[src/vrld_pkg.sv]
// ----------------------------------------------------------------------------
// vrld_pkg: shared constants and types for the vote/RLE line decoder
// Sizes, symbol codes, error codes and the beat structs between the
// sequencer and the history store.
// ----------------------------------------------------------------------------
package vrld_pkg;

  // Storage sizes
  localparam int unsigned HIST_DEPTH   = 1024;
  localparam int unsigned MAX_LINES    = 256;
  localparam int unsigned MAX_LINE_LEN = 64;
  localparam int unsigned MAX_RUN      = 28;

  localparam int unsigned HIST_AW = $clog2(HIST_DEPTH);
  localparam int unsigned FILL_W  = HIST_AW + 1;
  localparam int unsigned LS_AW   = $clog2(MAX_LINES);
  localparam int unsigned LT_W    = LS_AW;
  localparam int unsigned CNT_W   =
    $clog2(((MAX_LINE_LEN > MAX_RUN) ? MAX_LINE_LEN : MAX_RUN) + 1);

  localparam logic [FILL_W-1:0] FILL_FULL    = FILL_W'(HIST_DEPTH);
  localparam logic [LT_W-1:0]   LT_LIMIT     = LT_W'(MAX_LINES - 1);
  localparam logic [FILL_W-1:0] LINE_LEN_CAP = FILL_W'(MAX_LINE_LEN);
  localparam logic [CNT_W-1:0]  COPY_CAP     = CNT_W'(MAX_LINE_LEN);

  // Symbol codes
  localparam logic [7:0] CH_ZERO    = 8'd0;
  localparam logic [7:0] CH_NL      = 8'd10;
  localparam logic [7:0] CH_CARET   = 8'd94;
  localparam logic [7:0] CH_EQ      = 8'd61;
  localparam logic [7:0] CH_UP_A    = 8'd65;
  localparam logic [7:0] CH_UP_Z    = 8'd90;
  localparam logic [7:0] CH_LO_A    = 8'd97;
  localparam logic [7:0] CH_LO_Z    = 8'd122;
  localparam logic [7:0] DIG_LO     = 8'd38;   // '0' - 10
  localparam logic [7:0] DIG_HI     = 8'd47;   // '9' - 10
  localparam logic [7:0] DDIG_LO    = 8'd28;   // '0' - 20
  localparam logic [7:0] DDIG_HI    = 8'd37;   // '9' - 20
  localparam logic [7:0] DIG_OFS    = 8'd10;
  localparam logic [7:0] DDIG_OFS   = 8'd20;
  localparam logic [7:0] CASE_OFS   = 8'd32;
  localparam logic [7:0] CNT_LO     = 8'd3;
  localparam logic [7:0] CNT_HI     = 8'd28;
  localparam logic [7:0] CNT_TEN    = 8'd126;  // stands for a count of ten
  localparam logic [CNT_W-1:0] RUN_TEN = CNT_W'(10);

  typedef enum logic [2:0] {
    ERR_OK   = 3'd0,
    ERR_VOTE = 3'd1,
    ERR_CODE = 3'd2,
    ERR_LINE = 3'd3,
    ERR_OVF  = 3'd4
  } err_e;

  typedef enum logic [1:0] {
    PK_NONE   = 2'd0,
    PK_DIGIT  = 2'd1,
    PK_LETTER = 2'd2,
    PK_LINE   = 2'd3
  } pend_e;

  // One output byte going through the store, plus a state clear
  typedef struct packed {
    logic       valid;
    logic [7:0] ch;
    err_e       err;
    logic       store;
    logic       clear;
  } put_req_t;

  typedef struct packed {
    logic [LS_AW-1:0]   ls_addr;
    logic [HIST_AW-1:0] hist_addr;
  } rd_req_t;

  typedef struct packed {
    logic [FILL_W-1:0] ls_data;
    logic [7:0]        hist_data;
    logic [LT_W-1:0]   line_total;
    err_e              err;
  } store_rsp_t;

  function automatic logic is_count(input logic [7:0] v);
    return ((v >= CNT_LO) && (v <= CNT_HI) && (v != CH_NL)) || (v == CNT_TEN);
  endfunction

endpackage

[src/vrld_seq.sv]
// ----------------------------------------------------------------------------
// vrld_seq: decode sequencer and output register
// Decodes one voted symbol into a flush run and a main run or a line copy,
// then plays them out one byte per beat through the store.
// ----------------------------------------------------------------------------
module vrld_seq (
  input  logic                 clk_i,
  input  logic                 rst_ni,
  input  logic                 in_valid_i,
  output logic                 in_stall_o,
  input  logic [7:0]           sym_i,
  input  logic                 mismatch_i,
  input  logic                 end_marker_i,
  input  vrld_pkg::store_rsp_t rsp_i,
  output vrld_pkg::put_req_t   put_o,
  output vrld_pkg::rd_req_t    rd_o,
  output logic                 out_valid_o,
  input  logic                 out_stall_i,
  output logic [7:0]           out_char_o,
  output logic [2:0]           error_code_o,
  output logic                 run_last_o
);

  typedef enum logic [5:0] {
    S_IDLE   = 6'b000001,
    S_PRE    = 6'b000010,
    S_MAIN   = 6'b000100,
    S_LINE_A = 6'b001000,
    S_LINE_B = 6'b010000,
    S_COPY   = 6'b100000
  } state_e;

  state_e                        state_q, state_d;
  vrld_pkg::pend_e               pk_q, pk_d;
  logic [7:0]                    ps_q, ps_d;
  logic [1:0]                    pre_cnt_q, pre_cnt_d;
  logic [7:0]                    pre_ch_q, pre_ch_d;
  vrld_pkg::err_e                pre_err_q, pre_err_d;
  logic                          pre_store_q, pre_store_d;
  logic [vrld_pkg::CNT_W-1:0]    main_cnt_q, main_cnt_d;
  logic [7:0]                    main_ch_q, main_ch_d;
  vrld_pkg::err_e                main_err_q, main_err_d;
  logic                          main_store_q, main_store_d;
  logic                          clr_q, clr_d;
  logic [vrld_pkg::LS_AW-1:0]    n_q, n_d;
  logic [vrld_pkg::FILL_W-1:0]   e_q, e_d;
  logic                          trunc_q, trunc_d;
  logic [vrld_pkg::HIST_AW-1:0]  ptr_q, ptr_d;

  logic                          out_valid_q;
  logic [7:0]                    out_char_q;
  logic [2:0]                    out_err_q;
  logic                          out_last_q;

  logic                          emit_ok, out_load, out_last, copy;
  logic [7:0]                    pch;
  logic [1:0]                    flush_cnt;
  logic [vrld_pkg::FILL_W-1:0]   line_s, line_len;

  always_comb begin
    emit_ok = !out_valid_q || !out_stall_i;
    pch = (pk_q == vrld_pkg::PK_DIGIT) ? (ps_q + vrld_pkg::DIG_OFS) : (ps_q - vrld_pkg::CASE_OFS);
    case (pk_q)
      vrld_pkg::PK_DIGIT:  flush_cnt = 2'd1;
      vrld_pkg::PK_LETTER: flush_cnt = 2'd2;
      vrld_pkg::PK_LINE:   flush_cnt = 2'd1;
      default:             flush_cnt = 2'd0;
    endcase

    state_d      = state_q;
    pk_d         = pk_q;
    ps_d         = ps_q;
    pre_cnt_d    = pre_cnt_q;
    pre_ch_d     = pre_ch_q;
    pre_err_d    = pre_err_q;
    pre_store_d  = pre_store_q;
    main_cnt_d   = main_cnt_q;
    main_ch_d    = main_ch_q;
    main_err_d   = main_err_q;
    main_store_d = main_store_q;
    clr_d        = clr_q;
    n_d          = n_q;
    e_d          = e_q;
    trunc_d      = trunc_q;
    ptr_d        = ptr_q;
    copy         = 1'b0;
    line_s       = '0;
    line_len     = '0;

    put_o.valid = 1'b0;
    put_o.ch    = main_ch_q;
    put_o.err   = vrld_pkg::ERR_OK;
    put_o.store = 1'b0;
    put_o.clear = 1'b0;
    out_load    = 1'b0;
    out_last    = 1'b0;
    rd_o.ls_addr = sym_i[vrld_pkg::LS_AW-1:0];

    case (state_q)
      S_IDLE: begin
        if (in_valid_i) begin
          pre_cnt_d    = 2'd0;
          pre_ch_d     = pch;
          pre_err_d    = vrld_pkg::ERR_OK;
          pre_store_d  = 1'b1;
          main_cnt_d   = '0;
          main_ch_d    = sym_i;
          main_err_d   = vrld_pkg::ERR_OK;
          main_store_d = 1'b1;
          clr_d        = 1'b0;
          n_d          = sym_i[vrld_pkg::LS_AW-1:0];
          pk_d         = vrld_pkg::PK_NONE;
          ps_d         = '0;
          if (end_marker_i) begin
            pre_cnt_d = flush_cnt;
            if (pk_q == vrld_pkg::PK_LINE) begin
              pre_ch_d    = vrld_pkg::CH_ZERO;
              pre_err_d   = vrld_pkg::ERR_LINE;
              pre_store_d = 1'b0;
            end
            clr_d = 1'b1;
          end else if (pk_q == vrld_pkg::PK_LINE) begin
            if (mismatch_i) begin
              main_cnt_d   = vrld_pkg::CNT_W'(1);
              main_ch_d    = vrld_pkg::CH_CARET;
              main_err_d   = vrld_pkg::ERR_VOTE;
              main_store_d = 1'b0;
            end else if ((sym_i == vrld_pkg::CH_ZERO) ||
                         (int'(sym_i) > int'(rsp_i.line_total))) begin
              main_cnt_d   = vrld_pkg::CNT_W'(1);
              main_ch_d    = vrld_pkg::CH_ZERO;
              main_err_d   = vrld_pkg::ERR_LINE;
              main_store_d = 1'b0;
            end else begin
              copy = 1'b1;
            end
          end else if ((pk_q != vrld_pkg::PK_NONE) && !mismatch_i &&
                       vrld_pkg::is_count(sym_i)) begin
            main_ch_d  = pch;
            main_cnt_d = (sym_i == vrld_pkg::CNT_TEN) ? vrld_pkg::RUN_TEN
                                                      : vrld_pkg::CNT_W'(sym_i);
          end else begin
            pre_cnt_d = flush_cnt;
            if (sym_i == vrld_pkg::CH_ZERO) begin
              clr_d = 1'b1;
            end else if (((sym_i >= vrld_pkg::CH_UP_A) && (sym_i <= vrld_pkg::CH_UP_Z)) ||
                         (sym_i == vrld_pkg::CH_NL)) begin
              main_cnt_d = vrld_pkg::CNT_W'(1);
            end else if ((sym_i >= vrld_pkg::DIG_LO) && (sym_i <= vrld_pkg::DIG_HI)) begin
              pk_d = vrld_pkg::PK_DIGIT;
              ps_d = sym_i;
            end else if ((sym_i >= vrld_pkg::DDIG_LO) && (sym_i <= vrld_pkg::DDIG_HI)) begin
              main_ch_d  = sym_i + vrld_pkg::DDIG_OFS;
              main_cnt_d = vrld_pkg::CNT_W'(2);
            end else if ((sym_i >= vrld_pkg::CH_LO_A) && (sym_i <= vrld_pkg::CH_LO_Z)) begin
              pk_d = vrld_pkg::PK_LETTER;
              ps_d = sym_i;
            end else if (sym_i == vrld_pkg::CH_EQ) begin
              pk_d = vrld_pkg::PK_LINE;
              ps_d = sym_i;
            end else begin
              main_cnt_d   = vrld_pkg::CNT_W'(1);
              main_err_d   = mismatch_i ? vrld_pkg::ERR_VOTE : vrld_pkg::ERR_CODE;
              main_store_d = 1'b0;
            end
          end

          if (pre_cnt_d != 2'd0) begin
            state_d = S_PRE;
          end else if (copy) begin
            state_d = S_LINE_A;
          end else if (main_cnt_d != '0) begin
            state_d = S_MAIN;
          end else begin
            put_o.clear = clr_d;   // nothing to emit: clear right away
          end
        end
      end

      S_PRE: begin
        if (emit_ok) begin
          put_o.valid = 1'b1;
          put_o.ch    = pre_ch_q;
          put_o.err   = pre_err_q;
          put_o.store = pre_store_q;
          out_load    = 1'b1;
          out_last    = (pre_cnt_q == 2'd1) && (main_cnt_q == '0);
          pre_cnt_d   = pre_cnt_q - 1'b1;
          if (pre_cnt_q == 2'd1) begin
            if (main_cnt_q != '0) begin
              state_d = S_MAIN;
            end else begin
              state_d     = S_IDLE;
              put_o.clear = clr_q;
            end
          end
        end
      end

      S_MAIN: begin
        if (emit_ok) begin
          put_o.valid = 1'b1;
          put_o.ch    = main_ch_q;
          put_o.err   = main_err_q;
          put_o.store = main_store_q;
          out_load    = 1'b1;
          out_last    = (main_cnt_q == vrld_pkg::CNT_W'(1));
          main_cnt_d  = main_cnt_q - 1'b1;
          if (out_last) begin
            state_d     = S_IDLE;
            put_o.clear = clr_q;
          end
        end
      end

      S_LINE_A: begin
        // ls[n] is in; fetch the start of line n from ls[n-1]
        e_d          = rsp_i.ls_data - 1'b1;
        rd_o.ls_addr = n_q - 1'b1;
        state_d      = S_LINE_B;
      end

      S_LINE_B: begin
        line_s     = (n_q == vrld_pkg::LS_AW'(1)) ? '0 : rsp_i.ls_data;
        line_len   = e_q - line_s;
        trunc_d    = (line_len > vrld_pkg::LINE_LEN_CAP);
        main_cnt_d = trunc_d ? vrld_pkg::COPY_CAP : line_len[vrld_pkg::CNT_W-1:0];
        ptr_d      = line_s[vrld_pkg::HIST_AW-1:0];
        state_d    = (line_len == '0) ? S_IDLE : S_COPY;
      end

      S_COPY: begin
        if (emit_ok) begin
          put_o.valid = 1'b1;
          put_o.ch    = rsp_i.hist_data;
          put_o.err   = (trunc_q && (main_cnt_q == vrld_pkg::CNT_W'(1))) ? vrld_pkg::ERR_OVF
                                                                       : vrld_pkg::ERR_OK;
          put_o.store = 1'b1;
          out_load    = 1'b1;
          out_last    = (main_cnt_q == vrld_pkg::CNT_W'(1));
          main_cnt_d  = main_cnt_q - 1'b1;
          ptr_d       = ptr_q + 1'b1;
          if (out_last) begin
            state_d = S_IDLE;
          end
        end
      end

      default: begin
        state_d = S_IDLE;
      end
    endcase

    rd_o.hist_addr = ptr_d;
  end

  always_ff @(posedge clk_i or negedge rst_ni) begin
    if (!rst_ni) begin
      state_q     <= S_IDLE;
      pk_q        <= vrld_pkg::PK_NONE;
      ps_q        <= '0;
      pre_cnt_q   <= '0;
      main_cnt_q  <= '0;
      clr_q       <= 1'b0;
      out_valid_q <= 1'b0;
    end else begin
      state_q    <= state_d;
      pk_q       <= pk_d;
      ps_q       <= ps_d;
      pre_cnt_q  <= pre_cnt_d;
      main_cnt_q <= main_cnt_d;
      clr_q      <= clr_d;
      if (out_load) begin
        out_valid_q <= 1'b1;
      end else if (!out_stall_i) begin
        out_valid_q <= 1'b0;
      end
    end
  end

  always_ff @(posedge clk_i) begin
    pre_ch_q     <= pre_ch_d;
    pre_err_q    <= pre_err_d;
    pre_store_q  <= pre_store_d;
    main_ch_q    <= main_ch_d;
    main_err_q   <= main_err_d;
    main_store_q <= main_store_d;
    n_q          <= n_d;
    e_q          <= e_d;
    trunc_q      <= trunc_d;
    ptr_q        <= ptr_d;
    if (out_load) begin
      out_char_q <= put_o.ch;
      out_err_q  <= rsp_i.err;
      out_last_q <= out_last;
    end
  end

  assign in_stall_o   = (state_q != S_IDLE);
  assign out_valid_o  = out_valid_q;
  assign out_char_o   = out_char_q;
  assign error_code_o = out_err_q;
  assign run_last_o   = out_last_q;

endmodule

[config.mk]
export PLATFORM = sky130hd
export DESIGN_NAME = vrld_seq
export DESIGN_NICKNAME = d
export VERILOG_FILES = /design/src/vrld_pkg.sv /design/src/vrld_seq.sv
export SDC_FILE = /design/constraint.sdc
export NUM_CORES = 1
export LEC_CHECK = 0
export BUFFER_PORTS_ARGS = -buffer_cell sky130_fd_sc_hd__buf_2
export CAP_MARGIN = 20
export CORE_MARGIN = 4
export CORE_UTILIZATION = 45
export CTS_CLUSTER_SIZE = 40
export DETAILED_ROUTE_END_ITERATION = 8
export PLACE_DENSITY = 0.68
export REMOVE_ABC_BUFFERS = 1
export SLEW_MARGIN = 0
export SYNTH_ARGS = -nofsm -noshare
export SYNTH_HDL_FRONTEND = slang
export SYNTH_SLANG_ARGS = --single-unit
[constraint.sdc]
create_clock -name clk_i -period 3.8 [get_ports clk_i]
set_input_delay 0.95 -clock clk_i [delete_from_list [all_inputs] [get_ports clk_i]]
set_output_delay 0.95 -clock clk_i [all_outputs]
set_load 0.01 [all_outputs]
==> results.md <==
* Transition time of the tightest slew-check pin at roughly 0.84 ns
* Synth area leaders: edfxtp_1 (25%), dfrtp_1 (10%), ha_1 (6.6%)
* Worst reg-to-reg path cell count at 14
* Initial detailed-routing violation count at 488
* Worst VDD drop at a little under 0.3 mV
* Via count of the routed design at 6120
* Post-route minimum period at roughly 3.7 ns
* Most instantiated flip-flop cell in the synthesis netlist: edfxtp_1
* Startpoint of the worst-slack reg-to-reg timing path: n_q[3]
* Sequential area share after synthesis at 0.392
* Worst Slack Setup Final at 0.0899 ns
* Antenna violations before repair at 0
* Max Fanout on Critical Path at 5
* Post-synthesis instance area at around 6300 sq um
* Async set-or-reset flop fraction in the synthesized netlist at 0.300
* Post-route total power at approximately 3.5 mW
* Clock tree from TritonCTS: built
* Count of pins on the block boundary at 90
* DRC violation count after routing at 0
* DRT Wirelength at 18.5 mm
* Drt pass-1 iters at 6
* Via density at 6.00
* CTS clk-pin slew, worst paths at around 0.070 ns
* Ratio of cells with drive above 1 in the final layout at 0.238
* Starting density of the core at 0.468
* Clock insertion delay at the later pin of the skew report at between 0.3 and 0.4 ns
* Cell variety after synth at 81
* Total gr overflow at 0
* Number of synthesized flops with an enable pin at 53
* RD Place Congestion at 0.952
* Hold depth at 2
* Top cell type by total area after synthesis: edfxtp_1
* Fraction of synthesized cell area taken by the top area cell type at 0.253
* Setup-violating endpoint count in the final report at 0
* Share of the clock period used by the worst path after layout at 0.976
* Synth Area in Compound Gates at 0.222
* Worst flop-to-flop path endpoint: state_q[0]
* Synth-to-Final Area Change at 21.7%
* Clock Root Buffer: clkbuf_16
* Required time of the worst setup path at just over 4 ns
* Worst reg2reg setup slack at around 0.090 ns
* Number of global-route vias before repair at ~5.9k
* Final net count at just over 900
* Startpoint of the most critical hold path: clr_q
* Pre-CTS WS at -0.0817 ns
* CP Data Arrival Time at 3.96 ns
* Synth Area per Inst at a little under 9 sq um
* Cell leakage power at between 3 and 4 nW
* Maximum clock rate at approximately 0.27 GHz
* Number of buffer cells added on primary ports at ~90
* Global-route total usage across every layer at 0.231
* Final-layout worst hold slack at just under 0.5 ns
* Mux contribution to synthesized area at 0.00636
* Simple-gate area share of the yosys netlist at 0.221
* Worst hold endpoint: clr_q
* Core footprint at approximately 13000 sq um
* Commonest cells after routing, fill and taps aside: buf_2 (89), nand2_1 (88), nor2_1 (60)
* Number of routed nets with antenna violations at 0
* Overall die area at approximately 16000 sq um
* Reported max-cap violation count at 0
* Ant. Diodes at 0
* HP Class: register to register
* Type of the worst setup path: register to register
* Worst slew slack as a fraction of its limit at 0.432
* Unrepaired setup endpoints after global routing: true
* Number of warning messages in the yosys log at 0
* Endpoints failing hold at 0
* Global-route wire length before repair at between 20 and 30 mm
* Clock Skews at approximately 0.0097 ns
* Utilization after layout at 0.570
* Die Width at between 100 and 150 microns
* Count of clock tree sinks at 90
* Status: finished clean
* Flops & latches, synth at 90
* Adder-Cell Fraction of Synth Area at 0.0688
* WL/cell at approximately 18 microns
* Xor/xnor cell area share of the yosys netlist at 0.0417
* Max-slew violation count at 0
* Cell Rows at 42
* Number of levels the H-tree was split into at 3
* PwrDens at approximately 460 nW/um^2
* CTS buffer count at 9
* Overall die height at roughly 130 microns
* Main combinational cell family by area after synthesis: compound AO/OA/AOI/OAI gates
* Number of fill cells in the layout at 1248
* Critical Path Start Type: register
* Kind of end point of the critical path: register
* Number of instances in the synthesized netlist at roughly 710
* DP Wirelength at around 14 mm
* Maximum number of pins on one net before global-route repair at 34
* Buffer depth of the longest clock path at 2
* Most common cell after layout, fill and taps aside: buf_2
## sequential cells by signal, summed over array words and instances (netlist names), 7 cells and up
signal,count
e_q,11
main_ch_q,8
main_cnt_q,7
n_q,8
out_char_o,8
pre_ch_q,8
ps_q,8
ptr_q,10
## metal layers
metal	wire length [microns]	part of all wire	vias to the layer above	GRT usage
li1	-	-	2904	-
met1	8340	0.45	2939	0.327
met2	8380	0.45	252	0.358
met3	1510	0.082	25	0.0580
met4	233	0.013	0	0.0511
met5	0	0	-	0
## logic make-up after synthesis
logic type                 after synthesis
muxes                                    4
AOI/OAI and AO/OA                      206
adders and majority gates               34
xor gates and xnor gates                30
buffers and inverters                   74
DFF                                     90
and+or+nand+nor                        276
## how the worst max path moves through the flow
stage,from,to,slack (ns)
after global placement,n_q[3],main_cnt_q[6],-0.01
after global routing,n_q[3],state_q[0],-0.06
final,n_q[3],state_q[0],0.09
after floorplan,n_q[3],main_cnt_q[6],-0.25
after CTS,n_q[3],state_q[0],0.001
after detailed placement,n_q[3],main_cnt_q[6],-0.08
## critical path: stages, from the launching register on
cell	delay [ns]
edfxtp_1	0.40
or4_4	0.55
or4_4	0.45
and2_4	0.19
ha_4	0.16
fa_2	0.33
nand2b_4	0.16
a211oi_4	0.26
o21ai_1	0.16
a221oi_2	0.31
a311oi_2	0.07
buf_4	0.17
buf_4	0.13
a31oi_1	0.15
a31oi_1	0.11
## metrics by stage
step	TNS (ns)	cell area (sq um)	cells
6_report	0	7660	1020
5_1_grt	-0.126	7660	1020
4_1_cts	0	7530	1017
3_5_place_dp	-0.209	7210	1000
3_3_place_gp	-0.0134	7210	1000
2_1_floorplan	-1.27	6160	683
## where the power goes
group          internal [mW]  switching [mW]  total [mW]
registers               1.26           0.135        1.40
clock network          0.461           0.430       0.891
logic                  0.496           0.753        1.25
## cell type report
| cell class | count | area, sq um | area share |
|---|---|---|---|
| clock buffer | 9 | 225 | 0.0294 |
| timing repair buffer | 145 | 870 | 0.113 |
| inverter | 43 | 161 | 0.0211 |
| clock inverter | 7 | 70.1 | 0.00914 |
| tap | 176 | 220 | 0.0287 |
| multi-input combinational | 550 | 3650 | 0.476 |
| sequential | 90 | 2470 | 0.322 |
## synth_stat cells (5+ instances only)
cell type and number:
nand2_1 89, nor2_1 61, edfxtp_1 53, o21ai_0 52, a21oi_1 40, inv_1 39, ha_1 33, dfrtp_1 26
clkbuf_1 24, nand3_1 24, xnor2_1 18, nor3_1 16, xor2_1 12, a22oi_1 11, nor4_1 11, and2_1 10
dfxtp_1 10, o22ai_1 10, a21o_1 9, a31oi_1 9, nand2b_1 9, nand4_1 8, and3_1 7, nand3b_1 7
o311ai_0 7, o211ai_1 6, a221oi_1 5, nor2b_1 5, o2111ai_1 5, or4_1 5
## repair_timing
action / 4_1_cts / 5_1_grt
gates resized for setup: 3 / 24
pin swaps: 3 / 8
hold buffers: 0 / 0
setup buffers: 1 / 3
setup endpoints to repair: 6 / 19
Note: power is estimated with default switching activity, not from simulation.
