`config.mk`:
```
export PLATFORM = sky130hd
export DESIGN_NAME = vrld_vote
export DESIGN_NICKNAME = d
export VERILOG_FILES = /design/src/vrld_pkg.sv /design/src/vrld_vote.sv
export SDC_FILE = /design/constraint.sdc
export NUM_CORES = 1
export LEC_CHECK = 0
export ABC_AREA = 1
export BUFFER_PORTS_ARGS = -buffer_cell sky130_fd_sc_hd__buf_2
export CORE_MARGIN = 1
export CORE_UTILIZATION = 34
export DETAILED_ROUTE_END_ITERATION = 10
export PLACE_DENSITY = 0.6
export RECOVER_POWER = 25
export SLEW_MARGIN = 5
export SYNTH_ARGS = -nofsm -noshare
export SYNTH_HDL_FRONTEND = slang
export SYNTH_SLANG_ARGS = --single-unit
export TNS_END_PERCENT = 30
```
`constraint.sdc`:
```
create_clock -name vclk -period 1.4
set_input_delay 0.14 -clock vclk [all_inputs]
set_output_delay 0.14 -clock vclk [all_outputs]
set_load 0.02 [all_outputs]
```
`src/vrld_pkg.sv`:
```
// ----------------------------------------------------------------------------
// vrld_pkg: shared constants and types for the vote/RLE line decoder
// Sizes, symbol codes, error codes and the beat structs between the
// sequencer and the history store.
// ----------------------------------------------------------------------------
package vrld_pkg;

  // Storage sizes
  localparam int unsigned HIST_DEPTH   = 1024;
  localparam int unsigned MAX_LINES    = 256;
  localparam int unsigned MAX_LINE_LEN = 64;
  localparam int unsigned MAX_RUN      = 28;

  localparam int unsigned HIST_AW = $clog2(HIST_DEPTH);
  localparam int unsigned FILL_W  = HIST_AW + 1;
  localparam int unsigned LS_AW   = $clog2(MAX_LINES);
  localparam int unsigned LT_W    = LS_AW;
  localparam int unsigned CNT_W   =
    $clog2(((MAX_LINE_LEN > MAX_RUN) ? MAX_LINE_LEN : MAX_RUN) + 1);

  localparam logic [FILL_W-1:0] FILL_FULL    = FILL_W'(HIST_DEPTH);
  localparam logic [LT_W-1:0]   LT_LIMIT     = LT_W'(MAX_LINES - 1);
  localparam logic [FILL_W-1:0] LINE_LEN_CAP = FILL_W'(MAX_LINE_LEN);
  localparam logic [CNT_W-1:0]  COPY_CAP     = CNT_W'(MAX_LINE_LEN);

  // Symbol codes
  localparam logic [7:0] CH_ZERO    = 8'd0;
  localparam logic [7:0] CH_NL      = 8'd10;
  localparam logic [7:0] CH_CARET   = 8'd94;
  localparam logic [7:0] CH_EQ      = 8'd61;
  localparam logic [7:0] CH_UP_A    = 8'd65;
  localparam logic [7:0] CH_UP_Z    = 8'd90;
  localparam logic [7:0] CH_LO_A    = 8'd97;
  localparam logic [7:0] CH_LO_Z    = 8'd122;
  localparam logic [7:0] DIG_LO     = 8'd38;   // '0' - 10
  localparam logic [7:0] DIG_HI     = 8'd47;   // '9' - 10
  localparam logic [7:0] DDIG_LO    = 8'd28;   // '0' - 20
  localparam logic [7:0] DDIG_HI    = 8'd37;   // '9' - 20
  localparam logic [7:0] DIG_OFS    = 8'd10;
  localparam logic [7:0] DDIG_OFS   = 8'd20;
  localparam logic [7:0] CASE_OFS   = 8'd32;
  localparam logic [7:0] CNT_LO     = 8'd3;
  localparam logic [7:0] CNT_HI     = 8'd28;
  localparam logic [7:0] CNT_TEN    = 8'd126;  // stands for a count of ten
  localparam logic [CNT_W-1:0] RUN_TEN = CNT_W'(10);

  typedef enum logic [2:0] {
    ERR_OK   = 3'd0,
    ERR_VOTE = 3'd1,
    ERR_CODE = 3'd2,
    ERR_LINE = 3'd3,
    ERR_OVF  = 3'd4
  } err_e;

  typedef enum logic [1:0] {
    PK_NONE   = 2'd0,
    PK_DIGIT  = 2'd1,
    PK_LETTER = 2'd2,
    PK_LINE   = 2'd3
  } pend_e;

  // One output byte going through the store, plus a state clear
  typedef struct packed {
    logic       valid;
    logic [7:0] ch;
    err_e       err;
    logic       store;
    logic       clear;
  } put_req_t;

  typedef struct packed {
    logic [LS_AW-1:0]   ls_addr;
    logic [HIST_AW-1:0] hist_addr;
  } rd_req_t;

  typedef struct packed {
    logic [FILL_W-1:0] ls_data;
    logic [7:0]        hist_data;
    logic [LT_W-1:0]   line_total;
    err_e              err;
  } store_rsp_t;

  function automatic logic is_count(input logic [7:0] v);
    return ((v >= CNT_LO) && (v <= CNT_HI) && (v != CH_NL)) || (v == CNT_TEN);
  endfunction

endpackage

```
`src/vrld_vote.sv`:
```
// ----------------------------------------------------------------------------
// vrld_vote: two-of-three symbol voter
// Picks the majority copy; three different copies give a caret and a flag.
// ----------------------------------------------------------------------------
module vrld_vote (
  input  logic [7:0] copy_a_i,
  input  logic [7:0] copy_b_i,
  input  logic [7:0] copy_c_i,
  output logic [7:0] sym_o,
  output logic       mismatch_o
);

  always_comb begin
    mismatch_o = 1'b0;
    if ((copy_a_i == copy_b_i) || (copy_a_i == copy_c_i)) begin
      sym_o = copy_a_i;
    end else if (copy_b_i == copy_c_i) begin
      sym_o = copy_b_i;
    end else begin
      sym_o      = vrld_pkg::CH_CARET;
      mismatch_o = 1'b1;
    end
  end

endmodule

```
==> results.md, run 1 <==
Outcome:
- The flow ran to the end, and the final reports show no timing, DRC or antenna violations.

Setup path:
- The cell family with the largest share of critical-path delay is simple AND/OR/NAND/NOR gates.
- The sum of buffers and inverters on the critical path is 3.
- STA classifies the critical path startpoint as an input pin.
- The largest stage delay on the critical path is 170 ps.
- Of all nets on the critical path, the largest fanout is 9.
- The start point of the critical path is copy_c_i[0].
- The slowest cell on the critical path is sky130_fd_sc_hd__buf_4.
- The worst setup path category is in -> out.
- The cell that appears most often on the critical path is sky130_fd_sc_hd__nand2_1.
- The kind of end point of the critical path is a primary output.
- Walking the worst path, the cells encountered are buf_2, inv_1, nand2_1, nand2_1, nor2_2, and2_1, nand2_2, nand2_8, a21oi_1, buf_4.
- For the worst setup path, the data arrival time is 1180 ps.
- At the worst endpoint, the required time is 1260 ps.

Final layout:
- The final non-filler cell area is 1028 um^2.
- From synthesis to final layout, the design area changed by 49.46%.
- In the final layout, flip-flops and latches occupy 0 um^2.
- The final layout contains a sequential cell count of 0.
- The final instance count without filler cells is 225.
- In the final layout, the share of cells above drive strength 1 is 0.2900.
- The final layout contains 226 nets.
- For this run, the share of the core covered by cells in the final layout is 0.5708.
- The number of antenna diodes in the final layout is 0.
- Counting the fill cells in the layout gives 211.
- The layout has 0 clock buffers.

Floorplan:
- The floorplan step defined a die boundary enclosing 2208 um^2.
- The initial utilization of the core area, before any placement, comes to 0.3819.
- The die is 46.99 um tall.
- The floorplan has 15 rows.
- The number of top-level pins is 33.
- The area of the placeable core is 1802 um^2.
- The die is 46.99 um wide.

Min path:
- The worst hold path begins at copy_a_i[3].
- The path class of the tightest hold or removal check is in -> out.

Synthesis:
- sky130_fd_sc_hd__nand2_1 is the most common cell in the netlist.
- The mean cell area of the mapped netlist is 4.222 um^2.
- The sequential element share of the synthesized area is 0.
- By count the netlist is led by 92 x sky130_fd_sc_hd__nand2_1, 31 x sky130_fd_sc_hd__inv_1, 18 x sky130_fd_sc_hd__nor2_1.
- The cell area that synthesis handed to floorplanning was 688.2 um^2.
- The cell taking the most area after synthesis is sky130_fd_sc_hd__nand2_1.
- Of the post-synthesis cell area, the dominant cell type holds 0.5018.
- Counting distinct cell types in the post-synthesis netlist gives 13.
- The yosys synthesis warning count is 0.
- Yosys attributes the largest share of cell area to sky130_fd_sc_hd__nand2_1 50%, sky130_fd_sc_hd__inv_1 17%, sky130_fd_sc_hd__nor2_1 9.8%.
- The number of nets produced by synthesis is 187.
- After technology mapping, the gate count stands at 163.

Run:
- The number of violations of the max-capacitance limit is 0.

Timing:
- The period utilization is 0.9442.
- The number of max-slew violations in the final report was 0.
- The slew at the pin with the worst max-slew slack is 161.4 ps.
- The hold violation count in the final report was 0.
- Measured against its own limit, the worst slew margin works out to 0.8921.
- Setup repair after global routing could not meet its margin everywhere.
- The tightest hold path in the finished design has a slack of 608.1 ps.
- The worst setup margin is 78.17 ps.
- The final setup violation count is 0.
- The final total negative setup slack is 0 ps.
- The maximum achievable frequency is 756.5 MHz.
- The post-layout minimum cycle time is 1322 ps.

Drt:
- Dividing the detail-routed via count by the number of cells gives 4.467.
- The total number of vias is 1005.
- The average routed wire per standard cell is 8.889 um.
- The detail route stage leaves a number of antenna-violating nets equal to 0.
- The first-pass iteration count of the detailed router is 4.
- Wires add up to 2000 um.
- In the routed design, unresolved DRC markers number 0.
- In this run, the number of DRC markers left after iteration 0 of detailed routing was 16.

Placed design:
- In this run the tool buffered the top-level ports with 33 buffer cells.
- Routability-driven placement finished with a final weighted congestion of 0.8369.
- The cell area reported after detailed placement is 907.1 um^2.
- The cell total after placement is 224.
- The pre-CTS worst setup slack is -14.47 ps.
- Detailed placement ended at an HPWL of 1662 um.

Power:
- The leakage power total is 0.6674 nW.
- The worst IR drop on VDD is 0.1010 mV.
- After layout, the design draws a total of 254.5 uW.
- Dividing total power by cell area gives a power density of 247.5 nW/um^2.

Global route:
- The wire length of the first global-routing pass is 3036 um.
- The number of global-route vias before repair is 776.
- The global route total overflow is 0.
- The global routing usage summed across all routing layers is 0.1843.
- The initial antenna violation count is 0.
- The maximum number of pins on one net before global-route repair is 10.
[placed cells by master, fill, tap and decap left out, drive strengths merged]
cell type and instances:
buf 36, a21oi 1, nand2 95, clkbuf 1, and2 1, nand3 6, nand4 2, xor2 1
nor2 21, xnor2 5, inv 31
[path summary, 6_finish.rpt]
kind | end | cells after the start
setup / recovery | mismatch_o | 10
hold / removal | sym_o[3] | 4
[area by class of cell]
cell class	instances	area, um^2	share of cell area
inverters	31	116.4	0.1131
multi-input cells	132	628.1	0.6107
well taps	25	31.28	0.03041
repair buffers	37	252.7	0.2457
[report_power, final]
| part | total, mW | leakage, nW | internal (mW) | switching, mW |
|---|---|---|---|---|
| sequential | 0 | 0 | 0 | 0 |
| combinational | 0.255 | 0.667 | 0.103 | 0.151 |
| clock | 0 | 0 | 0 | 0 |
[kinds of logic after synthesis]
kind of cell           synth area share
XOR/XNOR                        0.07636
buffers and inverters            0.1691
AND/OR/NAND/NOR                  0.7473
AO/OA/AOI/OAI                  0.007266
[metal layers]
metal  track usage  share of wire
met5             0              0
met4             0              0
met2        0.3444           0.49
met3             0          0.026
met1        0.2523           0.48
[what timing repair did]
action	4_1_cts	5_1_grt
setup endpoints to repair	2	9
hold buffers	0	0
pin swaps	0	12
resized for setup	1	36
buffers inserted	0	1
(Power assumes the default switching activity.)
==> inputs of run 2 (changes only) <==
==> constraint.sdc (replaced) <==
create_clock -name vclk -period 1.6
set_input_delay 0.16 -clock vclk [all_inputs]
set_output_delay 0.16 -clock vclk [all_outputs]
set_load 0.02 [all_outputs]
==> results.md, run 2 (synthesis results as in run 1) <==
Drt:
- The average routed wire per standard cell is 7.964 um.
- The met2 wire length is 772 um.
- The wire length on met3 is 36 um.
- The met1 wire length is 951 um.
- The first-iteration detailed-routing DRC count is 14.
- The final layout contains routed wiring with a total length of 1760 um.
- Once detail routing completed, the nets flagged for antenna violations numbered 0.
- The post-detailed-route DRC marker count is 0.
- Before antenna repair, the detailed router went through 4 iterations.
- The total number of vias is 939.
- Routed signal wires occupy layers up through met3.
- The via density per instance is 4.249.

Placed design:
- Port buffering added 33 buffers.
- The detailed placer's ending HPWL is 1545 um.
- Routability-driven placement finished with a final weighted congestion of 0.7782.
- After detailed placement, the design holds a cell count of 221.

Timing:
- The slew at the pin with the worst max-slew slack is 346.4 ps.
- Setup total negative slack on the finished layout was measured at 0 ps.
- Timing would allow up to 698.6 MHz.
- In the finished design, the share of the clock period the worst path needs comes to 0.8946.
- The number of max-slew violations in the final report is 0.
- The final setup violation count is 0.
- The worst slew slack as a fraction of its limit is 0.7682.
- The post-layout minimum cycle time is 1431 ps.
- The hold violation count in the final report is 0.
- Setup repair after global routing left no endpoint under its margin.

Final layout:
- The library cell used most frequently in the layout, excluding fill and tap cells, is sky130_fd_sc_hd__nand2_1.
- In the final design database the tool counted 222 nets.
- The repair_antennas step left the layout with diodes totalling 0.
- There are 0 flip-flops and latches.
- In the layout the commonest cells are 92 x sky130_fd_sc_hd__nand2_1, 32 x sky130_fd_sc_hd__buf_2, 31 x sky130_fd_sc_hd__inv_1.
- The synthesis-to-layout area growth is 28.55%.
- The sequential cells in the finished layout cover a total of 0 um^2.
- The final instance count without filler cells is 221.
- The number of inserted filler cells in the final layout is 216.
- In the final layout, the share of cells above drive strength 1 is 0.1990.
- Counting the clock-network buffers in the layout gives 0.

Power:
- The clock power share is 0.
- Of the total power, the share spent switching nets is 0.6112.
- For this design the ratio of total power to cell area is 214.4 nW/um^2.
- Of the total power, registers draw 0.
- The worst-case IR drop observed on VDD is 0.08455 mV.
- Internal power comes to 73.74 uW.
- The leakage power total is 0.6195 nW.
- The share of power burned in combinational logic is 1.000.
- In this run the power spent charging and discharging nets is 115.9 uW.

Clock network:
- The number of gates resized after CTS was 0.
- The post-CTS repair timing setup buffer count is 0.
- For this design, the CTS-stage hold fixing added 0 buffers.

Global route:
- The maximum number of pins on one net before global-route repair is 10.
- The first global-routing pass estimated 2766 um of wire.
- The number of global-route vias before repair is 735.
- The global routing usage summed across all routing layers is 0.1678.
- The initial antenna violation count is 0.
- The global route total overflow is 0.

Setup path:
- The kind of end point of the critical path is a primary output.
- The arrival time of data at the critical path endpoint is 1270 ps.
- The worst setup path category is in -> out.
- In this run the worst setup path terminates at sym_o[1].
- The worst path required time is 1440 ps.
- The most critical setup path has its startpoint at copy_b_i[1].
- The kind of launch point of the worst setup path is an input pin.
- In this run the worst path has a maximum fanout of 5.

Floorplan:
- The overall die area is 2208 um^2.
- The number of top-level pins is 33.
- The starting density of the core is 0.3819.
- The initialized floorplan defines 15 standard-cell rows.
- The vertical extent of the die is 46.99 um.
- The total area inside the core boundary comes to 1802 um^2.
- The die is 46.99 um wide.

Min path:
- The tightest min-delay check is of the in -> out type.

Run:
- The number of violations of the max-capacitance limit is 0.

Outcome:
- The flow ran to the end, and the final reports show no timing, DRC or antenna violations.
==> run 2: cell count changes in the layout (fill, tap and decap cells not counted), sizes merged <==
cell / previous run / this run
buf: 36 / 32
==> run 2: worst min-delay path by stage <==
| stage | from | end | slack, ps | cells past startpoint |
|---|---|---|---|---|
| floorplan | copy_a_i[0] | sym_o[0] | 490 | 2 |
| global placement | copy_a_i[6] | sym_o[6] | 680 | 4 |
| detailed placement | copy_a_i[4] | sym_o[4] | 680 | 4 |
| CTS | copy_a_i[0] | sym_o[0] | 680 | 4 |
| global route | copy_a_i[4] | sym_o[4] | 700 | 4 |
| finish | copy_a_i[7] | sym_o[7] | 680 | 4 |
==> run 2: through the flow <==
step           area (um^2)    util  power, mW  setup slack [ps]  hold slack, ps
6_report             884.6  0.4910     0.1897             168.6           679.6
5_1_grt              884.6  0.4910     0.2188             19.76           695.6
4_1_cts              884.6  0.4910     0.1915             162.6           678.1
3_5_place_dp         884.6  0.4910     0.1906             166.2           676.8
3_3_place_gp         884.6  0.4910     0.1881             180.6           677.0
2_1_floorplan        688.2       -     0.1188             459.5           492.9
==> run 2: critical path, stage by stage <==
cell and delay [ps]:
sky130_fd_sc_hd__buf_2 130, sky130_fd_sc_hd__inv_1 80, sky130_fd_sc_hd__nand2_1 50, sky130_fd_sc_hd__nand2_1 60, sky130_fd_sc_hd__nand3_1 90, sky130_fd_sc_hd__nor2_1 290
sky130_fd_sc_hd__nand3_1 120, sky130_fd_sc_hd__nand2_1 90, sky130_fd_sc_hd__nand2_1 40, sky130_fd_sc_hd__buf_2 150
==> run 2: power groups by stage <==
stage	clock (mW)	combinational, mW	sequential (mW)
4_1_cts	0	0.192	0
5_1_grt	0	0.219	0
3_3_place_gp	0	0.188	0
6_report	0	0.190	0
2_1_floorplan	0	0.119	0
3_5_place_dp	0	0.191	0
==> run 2: final cells by class <==
class                      instances  area, um^2  share of cell area
multi-input combinational        132       571.8              0.6464
inverter                          31       116.4              0.1315
timing repair buffer              33       165.2              0.1867
tap                               25       31.28             0.03536
==> run 2: routing by layer <==
layer | vias up | GRT usage
met5 | - | 0
met4 | 0 | 0
met3 | 0 | 0
met2 | 16 | 0.2944
met1 | 386 | 0.2455
li1 | 537 | -
==> inputs of run 3 (changes only) <==
--- a/config.mk
+++ b/config.mk
@@ -11,7 +11,7 @@
 export CORE_UTILIZATION = 34
 export DETAILED_ROUTE_END_ITERATION = 10
 export PLACE_DENSITY = 0.6
-export RECOVER_POWER = 25
+export RECOVER_POWER = 100
 export SLEW_MARGIN = 5
 export SYNTH_ARGS = -nofsm -noshare
 export SYNTH_HDL_FRONTEND = slang
==> results.md, run 3 (synthesis results as in run 1) <==
Outcome:
- The run finished with clean final reports.

Final layout:
- The synthesis-to-layout area growth is 28.55%.
- After filler insertion, the fill cell instance count of the layout stands at 216.
- The final-layout clock buffer total is 0.
- The finished cells cover 884.6 um^2.
- The storage element area is 0 um^2.
- The proportion of layout cells with a drive suffix above 1 is 0.1990.
- The library cells used most frequently in the layout, excluding fill and tap cells, are 92 x sky130_fd_sc_hd__nand2_1, 31 x sky130_fd_sc_hd__inv_1, 25 x sky130_fd_sc_hd__buf_2.
- The number of inserted diodes is 0.
- The final cell utilization of the core is 0.4910.
- In the final design database the tool counted 222 nets.
- The design has 0 sequential cells.
- The library cell used most frequently in the layout, excluding fill and tap cells, is sky130_fd_sc_hd__nand2_1.
- The final instance count without filler cells is 221.

Power:
- The sequential group share of total power is 0.
- The switching component of the power is 116.0 uW.
- Internal power comes to 73.66 uW.
- The clock power share is 0.
- For this design the static power due to leakage is 0.6244 nW.
- The net switching fraction of the power is 0.6117.
- Of the total power, combinational logic draws 1.000.
- VDD sags by at most 0.08458 mV.
- Total power for the finished layout comes to 189.7 uW.
- For this design the ratio of total power to cell area is 214.4 nW/um^2.

Global route:
- The number of global-route vias before repair was 735.
- Entering global routing, the biggest net connects 10 pins.
- The first global-routing pass estimated 2766 um of wire.
- The global routing usage summed across all routing layers is 0.1678.
- The initial antenna violation count came to 0.
- The global route total overflow is 0.

Setup path:
- The worst setup path category is in -> out.
- The arrival time of data at the critical path endpoint is 1270 ps.
- The kind of end point of the critical path is a primary output.
- Data on the critical path is required at its endpoint by 1440 ps.
- The kind of launch point of the worst setup path is an input pin.
- The maximum fanout along the worst path is 5.

Timing:
- Setup violations remaining at the end of the flow were counted as 0.
- The hold violation count in the final report came to 0.
- Measured against its own limit, the worst slew margin works out to 0.7682.
- For the pin with the worst max-slew slack, the measured transition is 346.4 ps.
- On the final layout, the worst hold slack is 683.2 ps.
- Setup repair after global routing left no endpoint under its margin.
- For the finished layout, the period the worst path requires is 1431 ps.
- Setup slack closes at 169.1 ps.
- The number of max-slew violations in the final report was 0.
- Derived from the worst setup path, the maximum achievable clock frequency is 698.9 MHz.
- The final total negative setup slack is 0 ps.
- Dividing the final minimum period by the clock period gives 0.8943.

Floorplan:
- The vertical extent of the die is 46.99 um.
- The floorplan has 15 rows.
- The width of the chip is 46.99 um.
- The starting density of the core is 0.3819.
- The area of the placeable core is 1802 um^2.
- The die covers 2208 um^2.
- 33 I/O pins were placed.

Drt:
- The post-detailed-route DRC marker count is 0.
- Dividing the detail-routed wire length by the instance count gives 7.941 um.
- The first-iteration detailed-routing DRC count is 16.
- The first-pass iteration count of the detailed router is 4.
- In this run the remaining antenna-violating nets after routing total 0.
- The total routed wirelength is 1755 um.
- Detailed routing inserted a total of 940 vias.
- Using the TritonRoute via totals, the vias-per-cell ratio works out to 4.253.

Placed design:
- Routability-driven placement finished with a final weighted congestion of 0.7782.
- At the placement stage, the worst setup path has a slack of 166.2 ps.
- Summing all placed instances gives a cell area of 884.6 um^2.
- The count of port buffers added during placement is 33.
- After detailed placement, the design holds a cell count of 221.
- The detailed placer's ending HPWL is 1545 um.

Clock network:
- For this design, the CTS-stage hold fixing added 0 buffers.
- The post-cts gate resize count is 0.
- The post-CTS repair timing setup buffer count is 0.

Run:
- The number of violations of the max-capacitance limit is 0.

Min path:
- The worst hold path belongs to the class in -> out.
## run 3: cell count changes in the layout (fill, tap and decap cells not counted)
cell,previous run,this run
sky130_fd_sc_hd__clkbuf_2,1,8
sky130_fd_sc_hd__buf_2,32,25
## run 3: final cells by class
type | instances | area (um^2) | share of cell area
inverters | 31 | 116.4 | 0.1315
multi-input cells | 132 | 571.8 | 0.6464
well taps | 25 | 31.28 | 0.03536
repair buffers | 33 | 165.2 | 0.1867
## run 3: layer usage
layer | vias to the layer above | share of wire | track usage
li1 | 537 | - | -
met1 | 387 | 0.54 | 0.2455
met2 | 16 | 0.44 | 0.2944
met3 | 0 | 0.020 | 0
met4 | 0 | 0 | 0
met5 | - | 0 | 0
## run 3: critical path, cell delays in order
cell	delay, ps
sky130_fd_sc_hd__buf_2	130
sky130_fd_sc_hd__inv_1	80
sky130_fd_sc_hd__nand2_1	50
sky130_fd_sc_hd__nand2_1	60
sky130_fd_sc_hd__nand3_1	90
sky130_fd_sc_hd__nor2_1	290
sky130_fd_sc_hd__nand3_1	120
sky130_fd_sc_hd__nand2_1	90
sky130_fd_sc_hd__nand2_1	50
sky130_fd_sc_hd__clkbuf_2	150
## run 3: final timing paths
| path | from | to | slack [ps] | cells past startpoint |
|---|---|---|---|---|
| max | copy_b_i[1] | sym_o[6] | 170 | 10 |
| min | copy_a_i[0] | sym_o[0] | 680 | 4 |
## run 3: power by group through the flow
stage | Clock (mW) | Combinational, mW | Sequential (mW)
finish | 0 | 0.190 | 0
detailed placement | 0 | 0.191 | 0
global route | 0 | 0.219 | 0
floorplan | 0 | 0.119 | 0
global placement | 0 | 0.188 | 0
CTS | 0 | 0.192 | 0
